**src/rtl/core/sorted_key_list_macros.svh**
```systemverilog
// Assertion macros shared by the sorted key list RTL.
`ifndef SORTED_KEY_LIST_MACROS_SVH
`define SORTED_KEY_LIST_MACROS_SVH

// Same-cycle implication, disabled while reset is held.
`define SKL_ASSERT_IMP(label, clk, rst_n, ante, cons) \
  label: assert property (@(posedge clk) disable iff (!rst_n) (ante) |-> (cons)) \
    else $error("sorted_key_list: same-cycle check failed");

// Next-cycle implication, disabled while reset is held.
`define SKL_ASSERT_NXT(label, clk, rst_n, ante, cons) \
  label: assert property (@(posedge clk) disable iff (!rst_n) (ante) |=> (cons)) \
    else $error("sorted_key_list: next-cycle check failed");

`endif

```
**src/rtl/core/skl_pkg.sv**
```systemverilog
// Package with the constants, codes and types of the sorted key list.
`timescale 1ns / 1ps
package skl_pkg;

  localparam int CAPACITY = 16;
  localparam int KEY_W    = 32;
  localparam int OP_W     = 2;
  localparam int STAT_W   = 3;
  localparam int CNT_W    = $clog2(CAPACITY + 1);

  typedef enum logic [OP_W-1:0] {
    OP_INSERT = 2'd0,
    OP_REMOVE = 2'd1,
    OP_SEARCH = 2'd2
  } op_t;

  typedef enum logic [STAT_W-1:0] {
    ST_INSERTED  = 3'd0,
    ST_REMOVED   = 3'd1,
    ST_NOT_FOUND = 3'd2,
    ST_FOUND     = 3'd3,
    ST_FULL      = 3'd4
  } status_t;

  typedef enum logic {
    S_IDLE,
    S_UPDATE
  } state_t;

  // Control broadcast from the sequencer to every cell of the row.
  typedef struct packed {
    logic capture;
    logic do_insert;
    logic do_remove;
  } cell_ctl_t;

endpackage

```
**src/rtl/core/skl_in_if.sv**
```systemverilog
// Request channel: operation code and key with a valid/ready handshake.
`timescale 1ns / 1ps
interface skl_in_if import skl_pkg::*; ();
  logic                    valid;
  logic                    ready;
  logic [OP_W-1:0]         op;
  logic signed [KEY_W-1:0] key;

  modport source (output valid, output op, output key, input ready);
  modport sink (input valid, input op, input key, output ready);
endinterface

```
**src/rtl/core/skl_out_if.sv**
```systemverilog
// Result channel: status and entry count with a valid/ready handshake.
`timescale 1ns / 1ps
interface skl_out_if import skl_pkg::*; ();
  logic             valid;
  logic             ready;
  status_t          status;
  logic [CNT_W-1:0] entry_count;

  modport source (output valid, output status, output entry_count, input ready);
  modport sink (input valid, input status, input entry_count, output ready);
endinterface

```
**src/rtl/core/skl_cell.sv**
```systemverilog
// One cell of the sorted row: holds a key, compares it and shifts with its neighbours.
`timescale 1ns / 1ps
module skl_cell import skl_pkg::*; (
  input  logic                    clk,
  input  cell_ctl_t               ctl,
  input  logic                    occupied,
  input  logic signed [KEY_W-1:0] cmp_key,
  input  logic signed [KEY_W-1:0] probe,
  input  logic signed [KEY_W-1:0] left_key,
  input  logic                    left_lt,
  input  logic signed [KEY_W-1:0] right_key,
  output logic signed [KEY_W-1:0] key_o,
  output logic                    lt_o,
  output logic                    first_eq_o
);

  logic signed [KEY_W-1:0] key_r;
  logic                    lt_r;
  logic                    eq_r;
  logic                    at_pos;

  // The held keys below the probe form a prefix, so the first cell that is
  // not below it is the one whose left neighbour still is.
  assign at_pos     = !lt_r && left_lt;
  assign first_eq_o = at_pos && eq_r;
  assign lt_o       = lt_r;
  assign key_o      = key_r;

  always_ff @(posedge clk) begin
    if (ctl.capture) begin
      lt_r <= occupied && (key_r < cmp_key);
      eq_r <= occupied && (key_r == cmp_key);
    end
    if (ctl.do_insert && !lt_r) begin
      key_r <= at_pos ? probe : left_key;
    end else if (ctl.do_remove && !lt_r) begin
      key_r <= right_key;
    end
  end

endmodule

```
**src/rtl/core/skl_chain.sv**
```systemverilog
// Row of CAPACITY cells, linked to their neighbours, with the hit reduction.
`timescale 1ns / 1ps
module skl_chain import skl_pkg::*; (
  input  logic                    clk,
  input  cell_ctl_t               ctl,
  input  logic [CNT_W-1:0]        count,
  input  logic signed [KEY_W-1:0] cmp_key,
  input  logic signed [KEY_W-1:0] probe,
  output logic [CAPACITY-1:0]     hit_vec,
  output logic                    hit
);

  logic signed [KEY_W-1:0] keys [CAPACITY];
  logic [CAPACITY-1:0]     lts;

  for (genvar i = 0; i < CAPACITY; i++) begin : g_cell
    logic                    occ;
    logic signed [KEY_W-1:0] lkey;
    logic signed [KEY_W-1:0] rkey;
    logic                    llt;

    assign occ = (CNT_W'(i) < count);

    if (i == 0) begin : g_first
      assign lkey = probe;
      assign llt  = 1'b1;
    end else begin : g_inner_l
      assign lkey = keys[i-1];
      assign llt  = lts[i-1];
    end

    // The last cell has nothing to its right; what it keeps lies above the count.
    if (i == CAPACITY - 1) begin : g_last
      assign rkey = keys[i];
    end else begin : g_inner_r
      assign rkey = keys[i+1];
    end

    skl_cell u_cell (
      .clk        (clk),
      .ctl        (ctl),
      .occupied   (occ),
      .cmp_key    (cmp_key),
      .probe      (probe),
      .left_key   (lkey),
      .left_lt    (llt),
      .right_key  (rkey),
      .key_o      (keys[i]),
      .lt_o       (lts[i]),
      .first_eq_o (hit_vec[i])
    );
  end

  assign hit = |hit_vec;

endmodule

```
**src/rtl/core/sorted_key_list.sv**
```systemverilog
// Sorted key list: a sequencer driving a row of compare-and-shift cells.
//
// Requests arrive on in_ch (op and signed key) and results leave on out_ch
// (status and entry count), both with valid/ready; a transfer happens on a
// rising edge where both are high. Up to CAPACITY keys are held in ascending
// order; an insert goes in front of any equal keys, a remove drops one match.
//
// Each request is a compare then a shift: in the transfer cycle every cell
// compares its key with the request key in parallel and registers the
// outcome; in the next cycle the row shifts right (insert) or left (remove)
// by one place and the result is written to the output register. No new
// request is taken during that update, so a request is accepted only once
// the one before it has finished its compare then shift sequence.
//
// Synchronous active-low reset empties the list and clears the output valid. The
// stored keys are not cleared; cells at or above the count are never used.
// While the receiver stalls, the result holds in the output register and no
// further request is taken until that result has been transferred.
`timescale 1ns / 1ps
`include "sorted_key_list_macros.svh"
module sorted_key_list import skl_pkg::*; (
  input logic      clk,
  input logic      rst_n,
  skl_in_if.sink   in_ch,
  skl_out_if.source out_ch
);

  state_t                  state_r, state_nxt;
  logic [OP_W-1:0]         op_r;
  logic signed [KEY_W-1:0] probe_r;
  logic [CNT_W-1:0]        count_r, count_nxt;
  logic                    out_valid_r, out_valid_nxt;
  status_t                 status_r, status_nxt;
  logic [CNT_W-1:0]        out_count_r, out_count_nxt;
  cell_ctl_t               ctl;
  logic [CAPACITY-1:0]     hit_vec;
  logic                    hit;
  logic                    full;
  logic                    in_fire;

  assign full         = (count_r == CNT_W'(CAPACITY));
  assign in_ch.ready  = (state_r == S_IDLE) && (!out_valid_r || out_ch.ready);
  assign in_fire      = in_ch.valid && in_ch.ready;

  assign out_ch.valid       = out_valid_r;
  assign out_ch.status      = status_r;
  assign out_ch.entry_count = out_count_r;

  skl_chain u_chain (
    .clk     (clk),
    .ctl     (ctl),
    .count   (count_r),
    .cmp_key (in_ch.key),
    .probe   (probe_r),
    .hit_vec (hit_vec),
    .hit     (hit)
  );

  always_ff @(posedge clk) begin
    if (!rst_n) begin
      state_r     <= S_IDLE;
      count_r     <= '0;
      out_valid_r <= 1'b0;
    end else begin
      state_r     <= state_nxt;
      count_r     <= count_nxt;
      out_valid_r <= out_valid_nxt;
    end
  end

  always_ff @(posedge clk) begin
    if (in_fire) begin
      op_r    <= in_ch.op;
      probe_r <= in_ch.key;
    end
    status_r    <= status_nxt;
    out_count_r <= out_count_nxt;
  end

  always_comb begin
    state_nxt     = state_r;
    count_nxt     = count_r;
    out_valid_nxt = out_valid_r && !out_ch.ready;
    status_nxt    = status_r;
    out_count_nxt = out_count_r;
    ctl           = '0;
    ctl.capture   = in_fire;
    case (state_r)
      S_IDLE: begin
        if (in_fire) begin
          state_nxt = S_UPDATE;
        end
      end
      S_UPDATE: begin
        state_nxt     = S_IDLE;
        out_valid_nxt = 1'b1;
        case (op_r)
          OP_INSERT: begin
            if (full) begin
              status_nxt = ST_FULL;
            end else begin
              ctl.do_insert = 1'b1;
              count_nxt     = count_r + 1'b1;
              status_nxt    = ST_INSERTED;
            end
          end
          OP_REMOVE: begin
            if (hit) begin
              ctl.do_remove = 1'b1;
              count_nxt     = count_r - 1'b1;
              status_nxt    = ST_REMOVED;
            end else begin
              status_nxt = ST_NOT_FOUND;
            end
          end
          default: begin
            // The spare operation code behaves as a search.
            status_nxt = hit ? ST_FOUND : ST_NOT_FOUND;
          end
        endcase
        out_count_nxt = count_nxt;
      end
      default: begin
        state_nxt = S_IDLE;
      end
    endcase
  end

  `SKL_ASSERT_IMP(a_count_bound, clk, rst_n, 1'b1, count_r <= CNT_W'(CAPACITY))
  `SKL_ASSERT_NXT(a_fire_to_update, clk, rst_n, in_fire, state_r == S_UPDATE && !in_ch.ready)
  `SKL_ASSERT_IMP(a_single_match, clk, rst_n, state_r == S_UPDATE, $onehot0(hit_vec))
  `SKL_ASSERT_NXT(a_full_refused, clk, rst_n, state_r == S_UPDATE && op_r == OP_INSERT && full, $stable(count_r) && status_r == ST_FULL)
  `SKL_ASSERT_NXT(a_result_after_update, clk, rst_n, state_r == S_UPDATE, out_valid_r && out_count_r == count_r)

endmodule
```
**src/flat_wrapper.sv**
```systemverilog
// flat-port wrapper written by rule: the top's interface ports become plain ports
module sorted_key_list_flat import skl_pkg::*;
  (clk, rst_n, in_ch_valid, in_ch_op, in_ch_key, in_ch_ready, out_ch_valid, out_ch_status, out_ch_entry_count, out_ch_ready);
  skl_in_if in_ch_i ();
  skl_out_if out_ch_i ();
  input logic clk;
  input logic rst_n;
  input wire logic [$bits(in_ch_i.valid)-1:0] in_ch_valid;
  input wire logic [$bits(in_ch_i.op)-1:0] in_ch_op;
  input wire logic [$bits(in_ch_i.key)-1:0] in_ch_key;
  output wire logic [$bits(in_ch_i.ready)-1:0] in_ch_ready;
  output wire logic [$bits(out_ch_i.valid)-1:0] out_ch_valid;
  output wire logic [$bits(out_ch_i.status)-1:0] out_ch_status;
  output wire logic [$bits(out_ch_i.entry_count)-1:0] out_ch_entry_count;
  input wire logic [$bits(out_ch_i.ready)-1:0] out_ch_ready;
  assign in_ch_i.valid = in_ch_valid;
  assign in_ch_i.op = in_ch_op;
  assign in_ch_i.key = in_ch_key;
  assign in_ch_ready = in_ch_i.ready;
  assign out_ch_valid = out_ch_i.valid;
  assign out_ch_status = out_ch_i.status;
  assign out_ch_entry_count = out_ch_i.entry_count;
  assign out_ch_i.ready = out_ch_ready;
  sorted_key_list u_core (.clk(clk), .rst_n(rst_n), .in_ch(in_ch_i), .out_ch(out_ch_i));
endmodule
```
**config.mk**
```make
export PLATFORM = sky130hd
export DESIGN_NAME = sorted_key_list_flat
export DESIGN_NICKNAME = d
export VERILOG_FILES = /design/src/rtl/core/skl_pkg.sv /design/src/rtl/core/skl_in_if.sv /design/src/rtl/core/skl_out_if.sv /design/src/rtl/core/skl_cell.sv /design/src/rtl/core/skl_chain.sv /design/src/rtl/core/sorted_key_list.sv /design/src/flat_wrapper.sv
export VERILOG_INCLUDE_DIRS = /design/src /design/src/rtl/core
export SDC_FILE = /design/constraint.sdc
export NUM_CORES = 2
export LEC_CHECK = 0
export ABC_AREA = 1
export BUFFER_PORTS_ARGS = -buffer_cell sky130_fd_sc_hd__buf_2
export CAP_MARGIN = 20
export CORE_ASPECT_RATIO = 1.4
export CORE_MARGIN = 3
export CORE_UTILIZATION = 60
export CTS_CLUSTER_DIAMETER = 40
export DETAILED_ROUTE_END_ITERATION = 8
export PLACE_DENSITY = 0.79
export SYNTH_ARGS = -nofsm -noshare
export SYNTH_HDL_FRONTEND = slang
export SYNTH_HIERARCHICAL = 1
export SYNTH_SLANG_ARGS = --single-unit
```
**constraint.sdc**
```tcl
create_clock -name clk -period 6.5 [get_ports clk]
set_input_delay 0.325 -clock clk [delete_from_list [all_inputs] [get_ports clk]]
set_output_delay 0.325 -clock clk [all_outputs]
set_load 0.02 [all_outputs]
```
Yosys cells after proc, flatten, opt, wreduce, memory -nomap -nowiden. Cells that the tools add are included.

Add/subtract/negate cells: 2. Multipliers: 0. Divide/modulo/power cells: 0. $lt $le $gt $ge: 32. Equal/unequal tests: 18. Shift-type cells: 0. Muxes and demuxes: 60. Bitwise logic cells: 1. Reduce and logical (&&, ||, !) cells: 133.

Operators with widths (number): 32-bit two-way mux (45); 32-bit equality test (16); 32-bit less-than comparator (16); 1-bit logical AND (97); 4-bit by 5-bit less-than comparator with 1-bit output (first input constant) (8); 2-bit nonzero test (15); 3-bit by 5-bit less-than comparator with 1-bit output (first input constant) (4); 1-bit logical NOT (18); 16-bit OR reduction (1); 1-bit by 5-bit less-than comparator with 1-bit output (first input constant) (2); 2-bit by 5-bit less-than comparator with 1-bit output (first input constant) (2); 5-bit two-way mux (2); 5-bit one-hot mux with 2 select lines (1); 1-bit two-way mux (7); 3-bit one-hot mux with 2 select lines (1); 5-bit by 1-bit adder with 5-bit output (second input constant) (1); 5-bit equality test (second input constant) (1); 5-bit by 1-bit subtractor with 5-bit output (second input constant) (1); 2-bit two-way mux (2); 3-bit two-way mux (1); 2-bit by 1-bit equality test with 1-bit output (second input constant) (1); 2-bit logical NOT (1); 1-bit one-hot mux with 2 select lines (1); 1-bit logical OR (1); 1-bit inverter (1).

Flip-flop bits (word level): 593. Latch bits: 0. Memory bits (writable): 0. Memory bits (read-only): 0. Input port bits: 38. Output and inout bits: 10. Logic and storage cells: 301. Memories: 0.

Longest topological paths before layout.
Depth after elaboration: 10. Mapped depth: 15. Mapped depth without buffers: 15.

Modules after synthesis. Netlist, hierarchy kept.

Modules (own cells, without submodules): skl_cell (instances 16, cells an instance 330, area an instance 2656.3 sq um, sequential area each 1021.0 sq um); sorted_key_list (instances 1, cells an instance 137, area an instance 1865.5 sq um, sequential area each 1401.3 sq um); skl_chain (instances 1, cells an instance 47, area an instance 214.0 sq um, sequential area each 0.0 sq um).

Worst setup path after synthesis. OpenSTA, ideal clock, no wires.

Path type: register to register. Start: register u_core.count_r[1]. End: register u_core.u_chain.g_cell[0].u_cell.key_r[0] (enable). Setup time: 421 ps. Arrival time: 3888 ps. Data required time: 6079 ps. Path slack: 2191 ps. Cell stages (with the launch flop): 8. Buffers on the path: 0. Clock period less this slack: 4309 ps. Cell sequence: dfxtp_1 -> inv_1 -> ha_1 -> nand3_2 -> nand2_1 -> nor2_1 -> nor2_1 -> nor2_1.

RTL lines: from (decl) (line sorted_key_list.sv:31) `logic [CNT_W-1:0] count_r, count_nxt;`; from (signal assigned) (line sorted_key_list.sv:66) `count_r <= count_nxt;`; to (signal assigned) (line skl_cell.sv:35) `key_r <= at_pos ? probe : left_key;`; to (signal assigned) (line skl_cell.sv:37) `key_r <= right_key;`; to (decl) (line skl_cell.sv:17) `logic signed [KEY_W-1:0] key_r;`.

==> out/results.tsv <==
stage	metric	value	unit
status	outcome	finished with violations	
status	violations	design-rule violations	
cts	worst_setup_hold_path_clk_slew	0.06	ns
synthesis	syn_area	44600	um^2
sta	setup_viol	0	
route	wl_per_cell	25.1	um
pwr	p_per_area	221	nW/um^2
synthesis	post_synth_main_area_contributors	sky130_fd_sc_hd__edfxtp_1 (39%), sky130_fd_sc_hd__ha_1 (14%), sky130_fd_sc_hd__o21ai_0 (9.7%), sky130_fd_sc_hd__o21ai_1 (7.9%), sky130_fd_sc_hd__nor2_1 (5.7%)	
sta	worst_slew_pin_slew	1.22	ns
placed_design	place_congestion	0.981	
pwr	p_total	10.6	mW
sta	slew_headroom	18.5	%
synthesis	synth_largest_type_area_fraction	39.5	%
synthesis	syn_area_per_cell	8.16	um^2
synthesis	synthMostInstantiatedCell	sky130_fd_sc_hd__o21ai_0	
worst_setup_path	worst_r2r_endpoint	u_core/u_chain/g_cell[14].u_cell/key_o[31]	
worst_setup_path	worst_case_register_to_register_setup_slack	2.30	ns
worst_setup_path	cp-endpoint	u_core/u_chain/g_cell[14].u_cell/key_o[31]	
cts	h-tree-depth	3	
cts	clock_insertion_delay_worst_skew	0.67	ns
sta	fmax_achieved	0.238	GHz
finish	drive_gt1_share	9.68	%
pwr	static-leakage-power	20.1	nW
finish	finalNetCount	5952	
grt	grt_max_degree	44	
synthesis	number_of_enable_type_register_cells_in_the_synthesized_netlist	586	
cts	post_cts_buffers	0	
worst_setup_path	worstSetupStartpoint	u_core/u_chain/g_cell[0].u_cell/lt_o	
route	dr.pass1.iters	9	
pwr	pwr-share-seq	42.6	%
route	route.vias.total	41800	
sta	setup_total_negative_slack	0	ns
finish	area_added_between_synthesis_and_finish	7.86	%
cts	cts_hold_buffers	5	
grt	total_congestion_overflow_after_global_routing	0	
cts	clock_tree.buffer_depth	3	
sta	timing.final.crit_period	4.20	ns
worst_setup_path	path_class	reg -> reg	
grt	global_route_wire_length_before_repair	235	mm
pwr	vdd_ir_drop_max	0.228	mV
pwr	switching_share	30.5	%
synthesis	netlist-cell-type-count	32	
worst_setup_path	worst-r2r-cell-count	15	
synthesis	post-synth-top-area-cell	sky130_fd_sc_hd__edfxtp_1	
grt	grtUsageTotal	40.0	%
grt	first_global_vias	39500	
floorplan	start_util	60.9	%
route	ant_nets_after_route	0	
placed_design	pre_cts_slack	2.48	ns
synthesis	synth_seq_area_share	39.8	%
cts	clock_sink_count	593	
cts	clock_tree.root_cell	sky130_fd_sc_hd__clkbuf_16	
sta	final_worst_clock_skew	0.0334	ns
worst_setup_path	crit_path_max_fanout	37	
worst_setup_path	worst_setup_path_end_kind	register	
floorplan	dieArea	77700	um^2
worst_setup_path	arrival	4.53	ns
synthesis	asyncSetResetFlopFracSynth	0	%
synthesis	synth_common_cells	sky130_fd_sc_hd__o21ai_0 (868), sky130_fd_sc_hd__o21ai_1 (705), sky130_fd_sc_hd__nor2_1 (679)	
sta	final.setup.worst_slack	2.30	ns
sta	finalHoldViolations	0	
synthesis	ys_dominant_reg_cell	sky130_fd_sc_hd__edfxtp_1	
flow_run	timing.max_cap.violations	0	
hold_path	hold_removal_path_class	in -> reg	
synthesis	warnings_synthesis	6	
synthesis	synth.ff_latch_count	593	
sta	finalMaxSlewViolations	0	
cts	cts_made_buffers	83	
synthesis	netlist_instances	5464	
pwr	internal-power	7.39	mW
route	vias_per_cell	6.51	
worst_setup_path	setup.worst_path.start_class	register	
floorplan	floorplan.die.height	329	um
cts	post_cts_resize_count	0	
sta	final_min_period_over_clock_period	64.6	%
pwr	power_frac_comb	14.9	%
cts	clock_tree_from_tritoncts	yes	
grt	grt_antenna_before_repair	3	
sta	rsz0062_at_grt	false	
synthesis	synth.net_count	6017	
pwr	pwr-share-clk	42.5	%
route	drt_drc_violations_left	2	
placed_design	detailed_place_hpwl	112	mm
floorplan	area_of_the_core	73200	um^2
floorplan	rows	117	
floorplan	io_pins	48	
worst_setup_path	reg_to_reg_start	u_core/u_chain/g_cell[0].u_cell/lt_o	
route	routed_wl	161	mm
worst_setup_path	critical_path_required	6.83	ns
finish	stdcell_area	48100	um^2
floorplan	fp.dieW	236	um
placed_design	place_area	45100	um^2
placed_design	place.port_buffers	47	
pwr	switching_power	3.25	mW
route	drtIter0Drc	5562	
[through the flow]
step	hold WS (ns)	util [%]	std cells
floorplan	0.424	-	5464
global placement	0.505	61.5	6250
detailed placement	0.503	61.6	6252
CTS	0.167	65.4	6407
global route	0.180	65.7	6416
finish	0.199	65.7	6418
[critical path: stages, from the launching register on]
cell                       delay, ns
sky130_fd_sc_hd__edfxtp_1       0.32
sky130_fd_sc_hd__buf_4          0.40
sky130_fd_sc_hd__inv_2          0.39
sky130_fd_sc_hd__nor3b_1        0.31
sky130_fd_sc_hd__nor2_1         0.16
sky130_fd_sc_hd__nand2_1        0.10
sky130_fd_sc_hd__nor2_1         0.05
sky130_fd_sc_hd__nand2_1        0.09
sky130_fd_sc_hd__inv_2          0.06
sky130_fd_sc_hd__nor2_1         0.20
sky130_fd_sc_hd__inv_1          0.08
sky130_fd_sc_hd__nor2_1         0.12
sky130_fd_sc_hd__buf_4          0.29
sky130_fd_sc_hd__nor2_1         0.08
sky130_fd_sc_hd__nor2_2         0.77
sky130_fd_sc_hd__buf_4          0.42
[routing by layer]
layer	track usage (%)	vias up	part of all wire, %
met5	0.0631	-	0.0068
met4	36.4	2	11
met3	8.51	925	10
met2	66.9	2920	47
met1	42.2	19300	32
li1	-	18600	-
[flip-flops by register name, summed over array words and instances, names as in the netlist]
signal                              cells
u_core/out_ch.entry_count               5
u_core/out_ch.valid                     1
u_core/u_chain/g_cell.u_cell/key_o    512
u_core/probe_r                         32
u_core/u_chain/g_cell.u_cell/eq_r      16
u_core/op_r                             2
u_core/u_chain/g_cell.u_cell/lt_o      16
u_core/out_ch.status                    3
u_core/count_r                          5
u_core/state_r                          1
[logic make-up (layout without fill, tap and decap cells)]
| group | count (synthesis) | in the layout | share of synthesized area (%) |
|---|---|---|---|
| adders and majority gates | 515 | 515 | 14.5 |
| buffers and inverters | 973 | 973 | 9.06 |
| xor gates and xnor gates | 2 | 2 | 0.0393 |
| AOI/OAI and AO/OA | 1873 | 1873 | 21.5 |
| and+or+nand+nor | 1507 | 1507 | 15.2 |
| DFF | 593 | 593 | 39.8 |
| other | 1 | 3 | 0.00841 |
[worst min-delay path by stage]
stage,start,endpoint,cells past startpoint
floorplan,in_ch_op[0],u_core/op_r[0],0
global placement,in_ch_op[0],u_core/op_r[0],1
detailed placement,in_ch_op[1],u_core/op_r[1],1
CTS,in_ch_key[21],u_core/probe_r[21],1
global route,in_ch_key[20],u_core/probe_r[20],1
finish,in_ch_key[22],u_core/probe_r[22],1
[power by group through the flow]
stage	clock network (mW)	logic, mW	registers [mW]
2_1_floorplan	0	1.04	4.50
3_3_place_gp	0	1.41	4.62
3_5_place_dp	0	1.48	4.61
4_1_cts	4.53	1.49	4.53
5_1_grt	4.70	1.73	4.54
6_report	4.52	1.59	4.53
[layout make-up]
cell class                 instances  area (um^2)
antenna                            2         5.00
sequential                       593        17700
inverter                         716         2690
tap                              952         1190
fill                            6106        25100
timing repair buffer             107          886
clock buffer                      91         2130
clock inverter                    59          582
multi-input combinational       3898        22900
[layout by cell type (no fill, tap or decap), types with 8 or more instances in the layout]
| master | synthesis | final |
|---|---|---|
| sky130_fd_sc_hd__and3_1 | 16 | 16 |
| sky130_fd_sc_hd__nand4_1 | 36 | 36 |
| sky130_fd_sc_hd__nor2_1 | 679 | 662 |
| sky130_fd_sc_hd__o21ai_1 | 705 | 705 |
| sky130_fd_sc_hd__a21oi_1 | 230 | 230 |
| sky130_fd_sc_hd__nor2_2 | 18 | 32 |
| sky130_fd_sc_hd__nand2_2 | 51 | 51 |
| sky130_fd_sc_hd__o21a_1 | 32 | 32 |
| sky130_fd_sc_hd__buf_4 | 97 | 44 |
| sky130_fd_sc_hd__a21o_1 | 16 | 16 |
| sky130_fd_sc_hd__nor3_1 | 16 | 16 |
| sky130_fd_sc_hd__nor2_4 | 52 | 55 |
| sky130_fd_sc_hd__nand2_1 | 557 | 557 |
| sky130_fd_sc_hd__inv_2 | 82 | 82 |
| sky130_fd_sc_hd__clkinv_2 | 0 | 8 |
| sky130_fd_sc_hd__a21oi_2 | 17 | 17 |
| sky130_fd_sc_hd__nor3_2 | 16 | 16 |
| sky130_fd_sc_hd__inv_6 | 0 | 16 |
| sky130_fd_sc_hd__edfxtp_1 | 586 | 586 |
| sky130_fd_sc_hd__o21ai_0 | 868 | 868 |
| sky130_fd_sc_hd__nor3b_1 | 16 | 16 |
| sky130_fd_sc_hd__nand3_2 | 33 | 33 |
| sky130_fd_sc_hd__ha_1 | 515 | 515 |
| sky130_fd_sc_hd__nand3_1 | 16 | 16 |
| sky130_fd_sc_hd__inv_1 | 633 | 632 |
| sky130_fd_sc_hd__clkinv_1 | 0 | 9 |
| sky130_fd_sc_hd__buf_16 | 0 | 9 |
| sky130_fd_sc_hd__clkinv_4 | 0 | 13 |
| sky130_fd_sc_hd__clkbuf_16 | 0 | 84 |
| sky130_fd_sc_hd__buf_2 | 16 | 47 |
Power figures use the tool's default switching activity.
